## config.mk

```make
export PLATFORM = sky130hd
export DESIGN_NAME = huff_ram
export DESIGN_NICKNAME = d
export VERILOG_FILES = /design/src/rtl/core/huff_ram.sv
export SDC_FILE = /design/constraint.sdc
export NUM_CORES = 1
export LEC_CHECK = 0
export BUFFER_PORTS_ARGS = -buffer_cell sky130_fd_sc_hd__buf_4
export CAP_MARGIN = 20
export CORE_UTILIZATION = 54
export DETAILED_ROUTE_END_ITERATION = 12
export GPL_TIMING_DRIVEN = 0
export PLACE_DENSITY = 0.75
export SYNTH_ARGS = -nofsm -noshare
export SYNTH_HDL_FRONTEND = slang
export SYNTH_SLANG_ARGS = --single-unit
```

## constraint.sdc

```tcl
create_clock -name clk_i -period 1.5 [get_ports clk_i]
set_input_delay 0.075 -clock clk_i [delete_from_list [all_inputs] [get_ports clk_i]]
set_output_delay 0.075 -clock clk_i [all_outputs]
set_load 0.03 [all_outputs]
```

## src/rtl/core/huff_ram.sv

```systemverilog
// Generic single-write, single-read RAM with registered read data.
module huff_ram #(
  parameter int WIDTH = 8,
  parameter int DEPTH = 16
) (
  input  logic                     clk_i,
  input  logic                     we_i,
  input  logic [$clog2(DEPTH)-1:0] waddr_i,
  input  logic [WIDTH-1:0]         wdata_i,
  input  logic [$clog2(DEPTH)-1:0] raddr_i,
  output logic [WIDTH-1:0]         rdata_o
);

  logic [WIDTH-1:0] mem_q [DEPTH];
  logic [WIDTH-1:0] rdata_q;

  always_ff @(posedge clk_i) begin
    if (we_i) begin
      mem_q[waddr_i] <= wdata_i;
    end
    rdata_q <= mem_q[raddr_i];
  end

  assign rdata_o = rdata_q;

endmodule

```

==> results of run 1 <==
-- cell usage in the layout, fill, tap and decap left out, types with 2 or more instances in the layout --
| cell | instances |
|---|---|
| bufinv_16 | 4 |
| nor3_2 | 2 |
| buf_4 | 27 |
| buf_6 | 3 |
| clkinvlp_4 | 6 |
| dlygate4sd3_1 | 12 |
| mux4_1 | 14 |
| dfxtp_1 | 8 |
| nand2b_1 | 2 |
| clkbuf_16 | 16 |
| a22oi_1 | 16 |
| edfxtp_1 | 128 |
| nand3b_1 | 2 |
| nand2_1 | 9 |
| clkinv_1 | 2 |
| nor2_1 | 13 |
| mux4_2 | 18 |
| buf_2 | 4 |
| clkbuf_8 | 2 |
| clkdlybuf4s25_2 | 3 |
| nor3_1 | 2 |
-- where the power goes --
| group | internal [uW] | switching, uW | total [uW] | leakage, uW |
|---|---|---|---|---|
| clock | 2720 | 1490 | 4210 | 0.000277 |
| sequential | 4250 | 22.0 | 4270 | 0.00122 |
| combinational | 218 | 287 | 504 | 0.000603 |
-- worst register-to-register path: cells and delay by family (launching register included) --
family          cells  cell delay [ns]
mux                 1             0.45
flops               1             0.38
compound gates      1             0.34
simple gates        1             0.10
-- path summary, 6_finish.rpt --
kind | cells past startpoint | to
setup reg to reg | 3 | rdata_o[7]
setup / recovery | 3 | mem_q[0][2]
hold reg to reg | 3 | rdata_o[3]
hold / removal | 4 | rdata_o[0]
-- repair_timing --
item | 4_1_cts | 5_1_grt
endpoints found under the setup margin | 0 | 4
endpoints found under the hold margin | 142 | 3
resized for setup | 0 | 1
hold buffers | 10 | 2
-- area by class of cell --
type / instances / area [sq um] / share of cell area, %
sequential: 136 / 4004 / 64.08
multi-input combinational: 83 / 1067 / 17.08
clock buffer: 19 / 431.7 / 6.908
timing repair buffer: 39 / 320.3 / 5.126
clock inverter: 13 / 177.7 / 2.843
tap: 129 / 161.4 / 2.583
buffer: 10 / 86.33 / 1.382
-- sequential cells by signal, indices dropped and copies added, names as in the netlist --
signal,flops
mem_q,128
rdata_o,8
-- metal layers --
metal  up-vias  GRT usage [%]  routed length, um
met5         -              0                  0
met4         0          8.258                203
met3        16          6.676                805
met2       125          34.94               5033
met1      1243          29.81               3978
li1       1094              -                  -
-- metrics by stage --
stage	hold WS, ns	setup slack [ns]	instance area (sq um)	std cells
final	0.06056	0.1091	6248	429
after global routing	0.06226	0.04703	6248	429
after CTS	0.03067	0.06077	6218	426
after detailed placement	0.4111	-0.2899	5509	384
after global placement	0.3918	-0.3688	5494	382
after floorplan	0.1739	0.1589	5152	229
-- kinds of logic (layout without fill, tap and decap cells) --
kind of cell | Yosys count | count (layout) | share of synthesized area (%)
muxes | 32 | 32 | 15.02
buffers and inverters | 10 | 81 | 1.677
AOI/OAI and AO/OA | 16 | 16 | 2.334
and+or+nand+nor | 35 | 35 | 3.184
DFF | 136 | 136 | 77.78
==> results by group, run 1 <==
Outcome
  – Status: finished clean

STA
  – Final Cycle Share: 92.72%
  – Slew Limit Fails: 0
  – Clock skew: 0.004453 ns
  – Endpoints failing hold: 0
  – Setup TNS: 0 ns
  – Worst rel slew slack: 43.61%
  – Peak Freq: 719.0 MHz
  – RSZ-0062 raised after global routing: false
  – Worst-Margin Slew: 0.8428 ns
  – Setup-failing EPs final: 0
  – Fin crit period: 1.391 ns

Critical path
  – Crit-path slowest cell: nor3_2
  – CP max stage delay: 0.67 ns
  – Crit path DAT: 1.53 ns
  – Launch point of the worst path: waddr_i[1]
  – CP Class: in2reg
  – CP required: 1.64 ns
  – Register-to-register setup slack: 0.11 ns
  – Crit-path max FO: 8
  – Bufs and invs on worst path: 2
  – Crit path max-delay family: buffers and inverters
  – CP Cell Sequence: buf_4, dlygate4sd3_1, nor3_2
  – Critical path endpoint category: register
  – R2R Path Start: mem_q[1][7]
  – CP Launch Type: primary input

Route
  – Pre-antenna DRT Iters: 4
  – DR vias: 2478
  – Vias/cell: 5.776
  – WL/cell: 23.36 um
  – Post-route ant nets: 0
  – Starting DRT DRC Count: 236
  – DRC: 0
  – Final WL: 10020 um

Placement
  – Port buffer count: 24
  – GPL Wtd Cong: 0.7271
  – Post-DP HPWL: 5998 um

Clock tree
  – Worst-path clk slew: 0.06 ns
  – Clock root buffer: clkbuf_8
  – H-tree lvl count: 4
  – CTS tree: yes
  – CTS Buf Count: 17
  – Worst-Skew Late Latency: 0.51 ns
  – Clk buf depth: 2
  – Clk sink count: 136
  – Setup repair bufs after CTS: 0

Final layout
  – Final core occ: 67.62%
  – Ant. Diodes: 0
  – P&R area growth vs syn: 21.39%
  – NumNets Final: 305
  – Share of layout cells above drive strength 1: 29.00%
  – Fill count: 576

Die
  – # IOs: 26
  – Cell row count: 35
  – Die Footprint: 9927 sq um
  – Die H: 99.64 um
  – CORE AREA: 9240 sq um
  – Starting Density: 55.71%
  – DIE WIDTH: 99.64 um

Yosys
  – Most frequent cell after synthesis: edfxtp_1
  – #FFs+latches synth: 136
  – Synth top area share: 74.67%
  – Syn avg cell area: 22.48 sq um
  – Syn_nets: 247
  – Synthesized instance count: 229
  – Yosys warning count: 0
  – Area leader, netlist: edfxtp_1
  – Area contributors post-synth: edfxtp_1 75%, mux4_2 7.9%, mux4_1 7.1%
  – Number of synthesized flops with an enable pin: 128
  – FFs w/ async S/R, synth: 0%
  – Commonest cells post-synth: 128 x edfxtp_1, 18 x mux4_2, 16 x a22oi_1
  – Synthesized area: 5147 sq um
  – Ys flop type: edfxtp_1
  – Seq/Total Area, Yosys: 77.78%
  – Post-synth cell types: 19

Power
  – LEAKAGE: 0.002104 uW
  – Total Power: 8990 uW
  – Worst VDD drop: 0.0008680 V
  – PwrDens: 1439 nW/um^2

Hold path
  – Hold_sp: raddr_i[1]
  – Worst hold path type: in2reg

Global routing
  – Vias in the first global route: 2487
  – Initial antenna violation count: 0
  – Congestion Overflow GR: 0
  – GRT Util Overall: 22.22%
  – First-pass GRT wire length: 14810 um
  – Largest net degree at the start of global routing: 17

Flow run
  – # Max-Cap Violations: 0
Note: power is estimated with default switching activity, not from simulation.
==> inputs of run 2 (changes only) <==
--- a/config.mk
+++ b/config.mk
@@ -8,5 +8,7 @@
 export BUFFER_PORTS_ARGS = -buffer_cell sky130_fd_sc_hd__buf_4
 export CAP_MARGIN = 20
-export CORE_UTILIZATION = 54
+export CELL_PAD_IN_SITES_DETAIL_PLACEMENT = 0
+export CELL_PAD_IN_SITES_GLOBAL_PLACEMENT = 2
+export CORE_UTILIZATION = 43
 export DETAILED_ROUTE_END_ITERATION = 12
 export GPL_TIMING_DRIVEN = 0
@@ -15,2 +17,3 @@
 export SYNTH_HDL_FRONTEND = slang
 export SYNTH_SLANG_ARGS = --single-unit
+export TNS_END_PERCENT = 30
==> constraint.sdc (replaced) <==
create_clock -name clk_i -period 1.5 [get_ports clk_i]
set_input_delay 0.45 -clock clk_i [delete_from_list [all_inputs] [get_ports clk_i]]
set_output_delay 0.45 -clock clk_i [all_outputs]
set_load 0.03 [all_outputs]
==> results by group, run 2 (synthesis results as in run 1) <==
Placement
  – Dpl ws: -0.4361 ns (was -0.2899 ns)
  – DP Area: 5545 sq um (was 5509 sq um)
  – Post-DP HPWL: 5970 um (was 5998 um)
  – GPL Wtd Cong: 0.7140 (was 0.7271)
  – Port buffer count: 24 (unchanged)

Outcome
  – Failing checks: setup timing
  – Status: finished with violations (was finished clean)

Critical path
  – CP Launch Type: primary input (unchanged)
  – CP Cell Sequence: buf_4, nand2b_1, nor2_1 (was buf_4, dlygate4sd3_1, nor3_2)
  – RR Endpoint: rdata_o[0] (was rdata_o[7])
  – Crit path DAT: 1.54 ns (was 1.53 ns)
  – R2R depth: 3 (unchanged)
  – Critical path endpoint category: register (unchanged)
  – R2R Path Start: mem_q[11][0] (was mem_q[1][7])
  – Register-to-register setup slack: 0.09 ns (was 0.11 ns)
  – CP required: 1.53 ns (was 1.64 ns)
  – Crit-path max FO: 8 (unchanged)
  – CP Class: in2reg (unchanged)
  – Crit-path slowest cell: nor2_1 (was nor3_2)
  – CP max stage delay: 0.73 ns (was 0.67 ns)

STA
  – Final Cycle Share: 100.3% (was 92.72%)
  – Clock skew: 0.006740 ns (was 0.004453 ns)
  – Worst setup margin: -0.003799 ns (was 0.1091 ns)
  – Worst rel slew slack: 38.26% (was 43.61%)
  – Peak Freq: 665.0 MHz (was 719.0 MHz)
  – Worst-Margin Slew: 0.9228 ns (was 0.8428 ns)
  – RSZ-0062 raised after global routing: true (was false)
  – Fin crit period: 1.504 ns (was 1.391 ns)
  – Setup-failing EPs final: 5 (was 0)
  – Endpoints failing hold: 0 (unchanged)
  – Worst hold margin: 0.3525 ns (was 0.06056 ns)
  – Slew Limit Fails: 0 (unchanged)

Route
  – DRC: 0 (unchanged)
  – Vias/cell: 5.540 (was 5.776)
  – Final WL: 9706 um (was 10020 um)
  – WL/cell: 22.68 um (was 23.36 um)
  – Pre-antenna DRT Iters: 4 (unchanged)
  – Post-route ant nets: 0 (unchanged)
  – DR vias: 2371 (was 2478)
  – Starting DRT DRC Count: 150 (was 236)

Hold path
  – Worst Hold End: mem_q[6][0] (was rdata_o[0])
  – Hold_sp: wdata_i[0] (was raddr_i[1])
  – Worst Hold Path Cells: 1 (was 4)
  – Worst hold path type: in2reg (unchanged)

Clock tree
  – H-tree lvl count: 4 (unchanged)
  – Clk sink count: 136 (unchanged)
  – Setup repair bufs after CTS: 0 (unchanged)
  – Clk buf depth: 2 (unchanged)
  – Worst-Skew Late Latency: 0.41 ns (was 0.51 ns)
  – CTS Buf Count: 17 (unchanged)
  – CTS tree: yes (unchanged)
  – Worst-path clk slew: 0.06 ns (about the same)
  – Clock root buffer: clkbuf_16 (was clkbuf_8)
  – Hold Buf Count CTS: 0 (was 10)

Die
  – Cell row count: 39 (was 35)
  – Die Footprint: 12410 sq um (was 9927 sq um)
  – Die H: 111.4 um (was 99.64 um)
  – DIE WIDTH: 111.4 um (was 99.64 um)
  – CORE AREA: 11560 sq um (was 9240 sq um)
  – # IOs: 26 (unchanged)
  – Starting Density: 44.51% (was 55.71%)

Final layout
  – Ant. Diodes: 0 (unchanged)
  – Share of layout cells above drive strength 1: 31.23% (was 29.00%)
  – Max FFs per register: 128 (unchanged)
  – Most flop-heavy register: mem_q (unchanged)
  – Most common cell after layout, fill and taps aside: edfxtp_1 (unchanged)
  – Final instance area: 6093 sq um (was 6248 sq um)
  – NumNets Final: 291 (was 305)
  – Most frequent cells in the layout: 128 x edfxtp_1, 25 x buf_4, 18 x mux4_2 (was 128 x edfxtp_1, 27 x buf_4, 18 x mux4_2)
  – P&R area growth vs syn: 18.38% (was 21.39%)

Global routing
  – Met3 Use GR: 4.845% (was 6.676%)
  – Met2 Track Usage GR: 26.25% (was 34.94%)
  – First-pass GRT wire length: 14590 um (was 14810 um)
  – Largest net degree at the start of global routing: 17 (unchanged)
  – Initial antenna violation count: 0 (unchanged)
  – Congestion Overflow GR: 0 (unchanged)
  – Vias in the first global route: 2353 (was 2487)
  – Layer with the highest usage: met2 (unchanged)
  – GRT Util Overall: 17.15% (was 22.22%)
  – Met1 GRT Util: 23.26% (was 29.81%)

Power
  – Combinational share of power: 5.6% (about the same)
  – Psw: 1679 uW (was 1798 uW)
  – Power share of the clock group: 43.8% (was 46.9%)
  – LEAKAGE: 0.002031 uW (was 0.002104 uW)
  – Sequential share of power: 50.6% (was 47.5%)
  – Worst VDD drop: 0.0007136 V (was 0.0008680 V)
  – Cell internal pwr: 6767 uW (was 7192 uW)
  – PwrDens: 1386 nW/um^2 (was 1439 nW/um^2)
  – Switching power share of the total: 19.88% (was 20.00%)
  – Total Power: 8447 uW (was 8990 uW)

Flow run
  – # Max-Cap Violations: 0 (unchanged)
## run 2: cell count changes in the layout (fill, tap and decap cells not counted), sizes merged
cell	previous run	this run
clkinv	3	2
clkbuf	19	28
clkinvlp	6	1
dlygate4sd3	12	0
buf	34	32
bufinv	4	0
## run 2: cell type report
type                    instances  area, sq um
clock buffers                  28        516.7
plain buffers                  10        90.09
clock inverters                 3        17.52
repair buffers                 25        187.7
flip-flops and latches        136         4004
well taps                     143        178.9
multi-input cells              83         1099
fillers                       884         5472
## run 2: worst max-delay path by stage
stage               startpoint            to  slack, ns  cells past startpoint
finish              waddr_i[0]  mem_q[14][7]     -0.004                      3
global placement          we_i  mem_q[12][2]      -0.78                      3
floorplan           waddr_i[3]   mem_q[4][0]      -0.14                      2
CTS                 waddr_i[0]  mem_q[14][1]      0.003                      3
detailed placement  waddr_i[2]   mem_q[0][3]      -0.44                      3
global route        waddr_i[3]   mem_q[4][3]      -0.08                      4
## run 2: power by group through the flow
stage | registers, uW | clock network (uW) | logic (uW)
after detailed placement | 4350 | 0 | 478
after floorplan | 4400 | 0 | 219
after global routing | 4280 | 3900 | 509
after CTS | 4270 | 3740 | 479
after global placement | 4340 | 0 | 472
final | 4270 | 3700 | 475
## run 2: repair_timing
| action | CTS | global route |
|---|---|---|
| pin swaps | 1 | 0 |
| resized for setup | 1 | 4 |
| setup endpoints to repair | 16 | 54 |
## run 2: stage by stage
| stage | setup TNS [ns] | util [%] | instances |
|---|---|---|---|
| final | -0.01291 | 52.69 | 428 |
| after global routing | -1.976 | 52.69 | 428 |
| after CTS | 0 | 52.59 | 428 |
| after detailed placement | -51.28 | 47.95 | 397 |
| after global placement | -56.54 | 47.84 | 396 |
| after floorplan | -2.743 | - | 229 |
## run 2: worst max-delay path, delay by kind of cell
kind                   cells  cell delay [ns]
buffers and inverters      1             0.14
AND/OR/NAND/NOR            2             0.94
## run 2: routing by layer
layer	wire length [um]	vias up
met5	0	-
met4	148	0
met3	433	12
met2	4808	58
met1	4315	1240
li1	-	1061
